$ cat config.mk
export PLATFORM = sky130hd
export DESIGN_NAME = key_debounce_auto_repeat_unit_flat
export DESIGN_NICKNAME = d
export VERILOG_FILES = /design/src/hdl/kdar_pkg.sv /design/src/hdl/kdar_if.sv /design/src/hdl/kdar_lane.sv /design/src/hdl/kdar_merge.sv /design/src/hdl/key_debounce_auto_repeat_unit.sv /design/src/flat_wrapper.sv
export SDC_FILE = /design/constraint.sdc
export NUM_CORES = 1
export LEC_CHECK = 0
export BUFFER_PORTS_ARGS = -buffer_cell sky130_fd_sc_hd__buf_4
export CORE_ASPECT_RATIO = 0.75
export CORE_UTILIZATION = 55
export CTS_BUF_LIST = sky130_fd_sc_hd__clkbuf_4
export DETAILED_ROUTE_END_ITERATION = 10
export PLACE_DENSITY_LB_ADDON = 0.1
export SKIP_LAST_GASP = 1
export SYNTH_ARGS = -nofsm -noshare
export SYNTH_HDL_FRONTEND = slang
export SYNTH_HIERARCHICAL = 1
export SYNTH_SLANG_ARGS = --single-unit
$ cat constraint.sdc
create_clock -name clk -period 6.88 [get_ports clk]
set_input_delay 0.344 -clock clk [delete_from_list [all_inputs] [get_ports clk]]
set_output_delay 0.344 -clock clk [all_outputs]
set_load 0.1 [all_outputs]
$ cat src/hdl/kdar_pkg.sv
// ----------------------------------------------------------------------------
// kdar_pkg
// Shared constants and types of the key debounce / auto-repeat unit.
// ----------------------------------------------------------------------------
package kdar_pkg;

	// Number of debounced keys; the raw level field carries IN_KEYS of them.
	localparam int NUM_KEYS  = 4;
	localparam int IN_KEYS   = 4;
	localparam int SEL_W     = 3;
	localparam int CNT_W     = 8;
	localparam int CFG_IDX_W = 2;
	localparam int CFG_DAT_W = 8;

	// Repeat count markers left behind by the first press pulse.
	localparam logic [CNT_W-1:0] MARK_PLAIN  = 8'hFF;
	localparam logic [CNT_W-1:0] MARK_REPEAT = 8'hFE;

	// Configuration register indexes.
	localparam logic [CFG_IDX_W-1:0] REG_DEBOUNCE   = 2'd0;
	localparam logic [CFG_IDX_W-1:0] REG_HOLD_DELAY = 2'd1;
	localparam logic [CFG_IDX_W-1:0] REG_REPEAT     = 2'd2;
	localparam logic [CFG_IDX_W-1:0] REG_REP_ENABLE = 2'd3;

	// Reset values of the configuration registers.
	localparam logic [CNT_W-1:0]   RST_DEBOUNCE   = 8'd5;
	localparam logic [CNT_W-1:0]   RST_HOLD_DELAY = 8'd100;
	localparam logic [CNT_W-1:0]   RST_REPEAT     = 8'd20;
	localparam logic [IN_KEYS-1:0] RST_REP_ENABLE = '0;

	// Thresholds shared by every lane.
	typedef struct packed {
		logic [CNT_W-1:0] debounce_ticks;
		logic [CNT_W-1:0] hold_delay_ticks;
		logic [CNT_W-1:0] repeat_ticks;
	} kdar_thr_t;

	// What one lane reports to the merge stage for the accepted tick.
	typedef struct packed {
		logic pulse;
		logic held;
	} kdar_lane_st_t;

endpackage

$ cat src/hdl/kdar_if.sv
// ----------------------------------------------------------------------------
// kdar channel interfaces
// Valid/ready channels of the key unit: key levels in, results out, config.
// ----------------------------------------------------------------------------
interface kdar_key_if;
	logic                          valid;
	logic                          ready;
	logic [kdar_pkg::IN_KEYS-1:0]  key_levels;

	modport source (output valid, output key_levels, input ready);
	modport sink   (input valid, input key_levels, output ready);
endinterface

interface kdar_res_if;
	logic                          valid;
	logic                          ready;
	logic [kdar_pkg::SEL_W-1:0]    selected_key;
	logic [kdar_pkg::IN_KEYS-1:0]  pulse_bits;

	modport source (output valid, output selected_key, output pulse_bits, input ready);
	modport sink   (input valid, input selected_key, input pulse_bits, output ready);
endinterface

interface kdar_cfg_if;
	logic                            valid;
	logic                            ready;
	logic [kdar_pkg::CFG_IDX_W-1:0]  index;
	logic [kdar_pkg::CFG_DAT_W-1:0]  data;

	modport source (output valid, output index, output data, input ready);
	modport sink   (input valid, input index, input data, output ready);
endinterface

$ cat src/hdl/kdar_lane.sv
// ----------------------------------------------------------------------------
// kdar_lane
// Debounce and auto-repeat state of one key, stepped once per accepted tick.
// ----------------------------------------------------------------------------
module kdar_lane (
	input  logic                 clk,
	input  logic                 arst_n,
	input  logic                 advance,
	input  logic                 pressed,
	input  logic                 rep,
	input  kdar_pkg::kdar_thr_t  thr,
	output kdar_pkg::kdar_lane_st_t st_next
);
	import kdar_pkg::*;

	logic             held_q, pulse_q, hold_q;
	logic [CNT_W-1:0] settle_q, rcount_q;

	logic             held_d, pulse_d, hold_d;
	logic [CNT_W-1:0] settle_d, rcount_d;

	logic [CNT_W:0]   settle_inc;
	logic [CNT_W-1:0] rc1, rc2;
	logic             h1;

	// Next state of the key for this tick
	always_comb begin
		held_d     = held_q;
		pulse_d    = pulse_q;
		hold_d     = hold_q;
		settle_d   = settle_q;
		rcount_d   = rcount_q;
		settle_inc = {1'b0, settle_q} + 1'b1;
		rc1        = rcount_q;
		h1         = hold_q;
		rc2        = rc1 + 1'b1;
		if (!pressed) begin
			held_d   = 1'b0;
			pulse_d  = 1'b0;
			hold_d   = 1'b0;
			settle_d = '0;
			rcount_d = '0;
		end else if (!held_q) begin
			// first pressed tick
			held_d   = 1'b1;
			hold_d   = 1'b0;
			settle_d = '0;
			rcount_d = '0;
		end else if (!pulse_q && rcount_q == '0) begin
			// debounce phase
			if (settle_inc >= {1'b0, thr.debounce_ticks}) begin
				settle_d = thr.debounce_ticks;
				pulse_d  = 1'b1;
				rcount_d = rep ? MARK_REPEAT : MARK_PLAIN;
			end else begin
				settle_d = settle_inc[CNT_W-1:0];
			end
		end else if (!pulse_q) begin
			// hold delay, then repeat phase
			if (rep && rcount_q == MARK_PLAIN) begin
				rc1 = {{(CNT_W-1){1'b0}}, 1'b1};
			end else if (rep && !hold_q) begin
				rc1 = rcount_q + 1'b1;
				if (rc1 >= thr.hold_delay_ticks)
					h1 = 1'b1;
			end
			rc2    = rc1 + 1'b1;
			hold_d = h1;
			if (h1 && rep && rc1 != '0) begin
				if (rc2 >= thr.repeat_ticks) begin
					rcount_d = '0;
					pulse_d  = 1'b1;
				end else begin
					rcount_d = rc2;
				end
			end else begin
				rcount_d = rc1;
			end
		end else begin
			// pulse lasts one tick
			pulse_d = 1'b0;
			if (rep)
				rcount_d = rcount_q + 1'b1;
		end
	end

	assign st_next.pulse = pulse_d;
	assign st_next.held  = held_d;

	// Key state registers
	always_ff @(posedge clk or negedge arst_n) begin
		if (!arst_n) begin
			held_q   <= 1'b0;
			pulse_q  <= 1'b0;
			hold_q   <= 1'b0;
			settle_q <= '0;
			rcount_q <= '0;
		end else if (advance) begin
			held_q   <= held_d;
			pulse_q  <= pulse_d;
			hold_q   <= hold_d;
			settle_q <= settle_d;
			rcount_q <= rcount_d;
		end
	end

	// A released key holds no leftover state
	a_release_clears: assert property (@(posedge clk) disable iff (!arst_n)
		!held_q |-> (!pulse_q && !hold_q && settle_q == '0 && rcount_q == '0))
		else $error("kdar_lane: state left on released key");

	// A released tick always clears the key
	a_release_step: assert property (@(posedge clk) disable iff (!arst_n)
		(advance && !pressed) |=> !held_q)
		else $error("kdar_lane: release did not clear key");

	// Pulse never lasts two accepted ticks in a row
	a_pulse_single: assert property (@(posedge clk) disable iff (!arst_n)
		(advance && pulse_q) |-> !pulse_d)
		else $error("kdar_lane: pulse held over two ticks");

endmodule

$ cat src/hdl/kdar_merge.sv
// ----------------------------------------------------------------------------
// kdar_merge
// Priority-encodes the lane pulses and holds results in an output/skid pair.
// ----------------------------------------------------------------------------
module kdar_merge (
	input  logic                                       clk,
	input  logic                                       arst_n,
	input  logic                                       push,
	input  kdar_pkg::kdar_lane_st_t [kdar_pkg::NUM_KEYS-1:0] lane_st,
	output logic                                       can_push,
	kdar_res_if.source                                 result
);
	import kdar_pkg::*;

	logic [SEL_W-1:0]   sel;
	logic [IN_KEYS-1:0] bits;

	logic               out_valid_s1, skid_valid_q;
	logic [SEL_W-1:0]   out_sel_s1, skid_sel_q;
	logic [IN_KEYS-1:0] out_bits_s1, skid_bits_q;
	logic               pop;

	// Lowest-numbered pulsing key wins
	always_comb begin
		sel  = SEL_W'(NUM_KEYS);
		bits = '0;
		for (int k = NUM_KEYS - 1; k >= 0; k--) begin
			if (lane_st[k].pulse) begin
				sel = SEL_W'(k);
				if (k < IN_KEYS)
					bits[k] = 1'b1;
			end
		end
	end

	assign pop      = out_valid_s1 && result.ready;
	assign can_push = !skid_valid_q;

	// Output register with one skid entry behind it
	always_ff @(posedge clk or negedge arst_n) begin
		if (!arst_n) begin
			out_valid_s1 <= 1'b0;
			skid_valid_q <= 1'b0;
		end else if (!out_valid_s1 || pop) begin
			if (skid_valid_q) begin
				out_valid_s1 <= 1'b1;
				skid_valid_q <= 1'b0;
			end else begin
				out_valid_s1 <= push;
			end
		end else if (push) begin
			skid_valid_q <= 1'b1;
		end
	end

	always_ff @(posedge clk) begin
		if (!out_valid_s1 || pop) begin
			if (skid_valid_q) begin
				out_sel_s1  <= skid_sel_q;
				out_bits_s1 <= skid_bits_q;
			end else begin
				out_sel_s1  <= sel;
				out_bits_s1 <= bits;
			end
		end else if (push) begin
			skid_sel_q  <= sel;
			skid_bits_q <= bits;
		end
	end

	assign result.valid        = out_valid_s1;
	assign result.selected_key = out_sel_s1;
	assign result.pulse_bits   = out_bits_s1;

	// Skid entry is only used behind a full output register
	a_skid_order: assert property (@(posedge clk) disable iff (!arst_n)
		skid_valid_q |-> out_valid_s1)
		else $error("kdar_merge: skid holds data with empty output");

	// No pulse means the none code
	a_none_code: assert property (@(posedge clk) disable iff (!arst_n)
		(out_valid_s1 && out_bits_s1 == '0) |-> out_sel_s1 == SEL_W'(NUM_KEYS))
		else $error("kdar_merge: key selected without pulse");

	// Never push into a full pair
	a_no_overrun: assert property (@(posedge clk) disable iff (!arst_n)
		(push && skid_valid_q) |-> 1'b0)
		else $error("kdar_merge: transaction pushed into full buffer");

endmodule

$ cat src/hdl/key_debounce_auto_repeat_unit.sv
// ----------------------------------------------------------------------------
// key_debounce_auto_repeat_unit
// Debounces four keys with per-key auto-repeat and reports the pulsing keys.
// ----------------------------------------------------------------------------
// Channel  Dir  Payload                           Transaction
// key_in   in   key_levels[3:0]                   one scan tick
// result   out  selected_key[2:0], pulse_bits[3:0] one result per tick
// cfg      in   index[1:0], data[7:0]             one register write
//
// One tick is taken every cycle while the skid entry is empty; its result
// is registered in the output register, or in the skid entry behind it
// while result is stalled, so key_in keeps flowing; ready drops only
// when both are full. Config writes are taken every cycle.
// Reset loads the register defaults and clears all key state.
// ----------------------------------------------------------------------------
module key_debounce_auto_repeat_unit (
	input  logic        clk,
	input  logic        arst_n,
	kdar_key_if.sink    key_in,
	kdar_res_if.source  result,
	kdar_cfg_if.sink    cfg
);
	import kdar_pkg::*;

	kdar_thr_t                         thr_q;
	logic [IN_KEYS-1:0]                rep_en_q;
	kdar_lane_st_t [NUM_KEYS-1:0]      lane_st;
	logic                              can_push;
	logic                              advance;

	assign key_in.ready = can_push;
	assign advance      = key_in.valid && can_push;
	assign cfg.ready    = 1'b1;

	// Configuration registers
	always_ff @(posedge clk or negedge arst_n) begin
		if (!arst_n) begin
			thr_q.debounce_ticks   <= RST_DEBOUNCE;
			thr_q.hold_delay_ticks <= RST_HOLD_DELAY;
			thr_q.repeat_ticks     <= RST_REPEAT;
			rep_en_q               <= RST_REP_ENABLE;
		end else if (cfg.valid) begin
			unique case (cfg.index)
				REG_DEBOUNCE:   thr_q.debounce_ticks   <= cfg.data;
				REG_HOLD_DELAY: thr_q.hold_delay_ticks <= cfg.data;
				REG_REPEAT:     thr_q.repeat_ticks     <= cfg.data;
				REG_REP_ENABLE: rep_en_q               <= cfg.data[IN_KEYS-1:0];
				default: ;
			endcase
		end
	end

	// One lane per key; keys past the input width read as released
	for (genvar k = 0; k < NUM_KEYS; k++) begin : g_lane
		logic pressed, rep;
		if (k < IN_KEYS) begin : g_live
			assign pressed = key_in.key_levels[k];
			assign rep     = rep_en_q[k];
		end else begin : g_dead
			assign pressed = 1'b0;
			assign rep     = 1'b0;
		end
		kdar_lane u_lane (
			.clk     (clk),
			.arst_n  (arst_n),
			.advance (advance),
			.pressed (pressed),
			.rep     (rep),
			.thr     (thr_q),
			.st_next (lane_st[k])
		);
	end

	kdar_merge u_merge (
		.clk      (clk),
		.arst_n   (arst_n),
		.push     (advance),
		.lane_st  (lane_st),
		.can_push (can_push),
		.result   (result)
	);

endmodule

$ cat src/flat_wrapper.sv
// flat-port wrapper written by rule: the top's interface ports become plain ports
module key_debounce_auto_repeat_unit_flat import kdar_pkg::*;
  (clk, arst_n, key_in_valid, key_in_key_levels, key_in_ready, result_valid, result_selected_key, result_pulse_bits, result_ready, cfg_valid, cfg_index, cfg_data, cfg_ready);
  kdar_key_if key_in_i ();
  kdar_res_if result_i ();
  kdar_cfg_if cfg_i ();
  input  logic clk;
  input  logic arst_n;
  input wire logic [$bits(key_in_i.valid)-1:0] key_in_valid;
  input wire logic [$bits(key_in_i.key_levels)-1:0] key_in_key_levels;
  output wire logic [$bits(key_in_i.ready)-1:0] key_in_ready;
  output wire logic [$bits(result_i.valid)-1:0] result_valid;
  output wire logic [$bits(result_i.selected_key)-1:0] result_selected_key;
  output wire logic [$bits(result_i.pulse_bits)-1:0] result_pulse_bits;
  input wire logic [$bits(result_i.ready)-1:0] result_ready;
  input wire logic [$bits(cfg_i.valid)-1:0] cfg_valid;
  input wire logic [$bits(cfg_i.index)-1:0] cfg_index;
  input wire logic [$bits(cfg_i.data)-1:0] cfg_data;
  output wire logic [$bits(cfg_i.ready)-1:0] cfg_ready;
  assign key_in_i.valid = key_in_valid;
  assign key_in_i.key_levels = key_in_key_levels;
  assign key_in_ready = key_in_i.ready;
  assign result_valid = result_i.valid;
  assign result_selected_key = result_i.selected_key;
  assign result_pulse_bits = result_i.pulse_bits;
  assign result_i.ready = result_ready;
  assign cfg_i.valid = cfg_valid;
  assign cfg_i.index = cfg_index;
  assign cfg_i.data = cfg_data;
  assign cfg_ready = cfg_i.ready;
  key_debounce_auto_repeat_unit u_core (.clk(clk), .arst_n(arst_n), .key_in(key_in_i), .result(result_i), .cfg(cfg_i));
endmodule
==> flow_summary.json <==
{
  "utilization_pct": 59.0,
  "grt_pass1_wl_um": 54200,
  "initial_core_util_pct": 56.6,
  "period_share_pct": 74.3,
  "final_common_cell": "inv_1",
  "cts.sinks": 120,
  "min-delay-start": "cfg_data[5]",
  "core_area_um2": 21300,
  "place_area_um2": 12200,
  "irDropWorstVdd_mv": 0.138,
  "ioPinCount": 29,
  "final.setup_skew_ns": 0.0275,
  "fin_cells": 1735,
  "cp-start-kind": "flop",
  "routed_wl_um": 33200,
  "tightest_slew_ns": 1.21,
  "use_met2_pct": 44.9,
  "holdPathEnd": "u_core/thr_q[5]$_DFFE_PN0P_",
  "endpoint_kind": "flop",
  "tns_ns": 0,
  "wire_per_inst_um": 19.1,
  "r2r_end": "u_core/u_merge/result.selected_key[1]$_DFFE_PN_",
  "p_total_w": 0.00411,
  "period_needed_ns": 5.11,
  "synth.avg_cell_area_um2": 8.30,
  "dp.cells": 1694,
  "swShare_pct": 51.8,
  "design_area_um2": 12600,
  "grt_remaining_overflow": 0,
  "cp_slowest_cell": "dfrtp_1",
  "use_met3_pct": 6.41,
  "rr_startpoint": "u_core/g_lane[0].u_lane/rcount_q[0]$_DFFE_PN0P_",
  "intPower_w": 0.00198,
  "seqPwrFrac_pct": 30.2,
  "io_buffers": 27,
  "outcome": "complete, no violations",
  "clk_latency_ns": 0.58,
  "cts_tree": "done",
  "clkPwrFrac_pct": 12.6,
  "viasPerCell": 6.27,
  "cts.clk_slew.worst_paths_ns": 0.14,
  "grt_util_all_layers_pct": 30.5,
  "synth_nets": 1587,
  "worst-setup-path-type": "flop to flop",
  "nNetsFinal": 1568,
  "ys_warn_count": 6,
  "crit_arrival_ns": 5.44,
  "combPwrFrac_pct": 57.2,
  "slowest_delay_ns": 0.55,
  "holdCritPathClass": "input port to flop",
  "antenna_found_initial": 1,
  "syn_to_final_growth_pct": 4.32,
  "drtIter0Drc": 1057,
  "htree_levels": 4,
  "max_freq_mhz": 196,
  "synth_cells": 1452,
  "worst_r2r_path_depth": 17,
  "whs_path_depth": 2,
  "hpwl_um": 24600,
  "p_switching_w": 0.00213,
  "cts_made_buffers": 17,
  "finalHoldViolations": 0,
  "grt_start_max_net_pins": 75,
  "powerDensity_nw_per_um2": 327,
  "reg2reg_slack_ns": 1.77,
  "busiest_layer": "met2",
  "synth_area_um2": 12100,
  "first_global_vias": 9909,
  "cap_viol_max_count": 0,
  "crit_path_cell_trace": "ha_1 > nand2_2 > or2_0 > or3_1 > nand2_1 > ha_1 > nand3_1 > nand3b_1 > xnor2_1 > ha_1 > o21ai_0 > a22oi_1 > o31a_1 > nand4b_1 > a31oi_1 > nor3_2 > mux2_4",
  "critPathMaxFanout": 10,
  "required_ns": 7.21,
  "dieArea_um2": 22500,
  "grt_setup_unrepaired": "no",
  "final_cell_mix": "inv_1, ha_1, nor2_1",
  "crit_top_cell": "ha_1",
  "num_vias": 10884,
  "relSlewSlack_pct": 18.8,
  "ant_nets": 0,
  "leakage_nw": 5.57,
  "die_x_um": 173,
  "place_congestion": 0.963,
  "use_met1_pct": 44.1,
  "cts.path.max_buffers": 2,
  "setup_viol": 0,
  "drive_above_1_share_pct": 11.8,
  "row_count": 46,
  "crit_start": "u_core/g_lane[0].u_lane/rcount_q[0]$_DFFE_PN0P_",
  "slew_violations": 0,
  "cts_root_buf": "clkbuf_4",
  "drc": 0,
  "dr.pass1.iters": 6,
  "die_h_um": 130
}
## final cells by class
class | instances | area [um2]
antenna | 1 | 2.50
clock buffer | 17 | 128
multi-input combinational | 1089 | 7920
inverter | 165 | 619
timing repair buffer | 40 | 320
clock inverter | 15 | 141
fill | 1919 | 8720
sequential | 120 | 3080
tap | 288 | 360
## sequential cells by signal, summed over array words and instances (netlist names)
register and count:
u_core/u_merge/result.selected_key 3, u_core/g_lane.u_lane/hold_q 4, u_core/g_lane.u_lane/pulse_q 4, u_core/u_merge/skid_valid_q 1, u_core/u_merge/result.pulse_bits 4, u_core/u_merge/result.valid 1, u_core/g_lane.u_lane/settle_q 32, u_core/u_merge/skid_bits_q 4
u_core/u_merge/skid_sel_q 3, u_core/g_lane.u_lane/held_q 4, u_core/g_lane.u_lane/rcount_q 32, u_core/rep_en_q 4, u_core/thr_q 24
## power groups by stage
stage / Combinational [W] / Sequential, W / Clock (W)
CTS: 0.00231 / 0.00123 / 0.000536
detailed placement: 0.00229 / 0.00124 / 0
global placement: 0.00228 / 0.00124 / 0
floorplan: 0.00194 / 0.00105 / 0
finish: 0.00235 / 0.00124 / 0.000517
global route: 0.00262 / 0.00127 / 0.000572
## worst max-delay path, delay by kind of cell (launching register included)
| kind | cells | cell delay, ns |
|---|---|---|
| flops | 1 | 0.55 |
| simple gates | 8 | 1.73 |
| fa+ha+maj | 3 | 0.96 |
| xor+xnor | 1 | 0.16 |
| mux | 1 | 0.28 |
| compound gates | 4 | 1.18 |
## per-stage QoR
step                hold slack [ns]  setup slack, ns
global route             -0.0000646             1.37
finish                       0.0613             1.77
CTS                          0.0124             1.83
floorplan                    0.0484             2.46
global placement              0.342             2.05
detailed placement            0.339             1.85
## timing repair
item / in CTS / in global routing
resized for setup: 0 / 0
hold buffers: 7 / 1
endpoints found under the hold margin: 41 / 1
buffers inserted: 0 / 0
## worst max path at each step
stage                                                                  to  slack (ns)
after floorplan           u_core/u_merge/result.selected_key[1]$_DFFE_PN_        2.46
after global routing      u_core/u_merge/result.selected_key[1]$_DFFE_PN_        1.37
after detailed placement  u_core/u_merge/result.selected_key[1]$_DFFE_PN_        1.85
after CTS                 u_core/u_merge/result.selected_key[1]$_DFFE_PN_        1.83
final                     u_core/u_merge/result.selected_key[1]$_DFFE_PN_        1.77
after global placement    u_core/u_merge/result.selected_key[1]$_DFFE_PN_        2.05
## metal layers
metal | vias to the layer above | wire (um)
met5 | - | 0
met4 | 0 | 752
met3 | 51 | 2470
met2 | 437 | 13700
met1 | 5162 | 16200
li1 | 5234 | -
No activity file was read; power rests on OpenSTA's default activity.
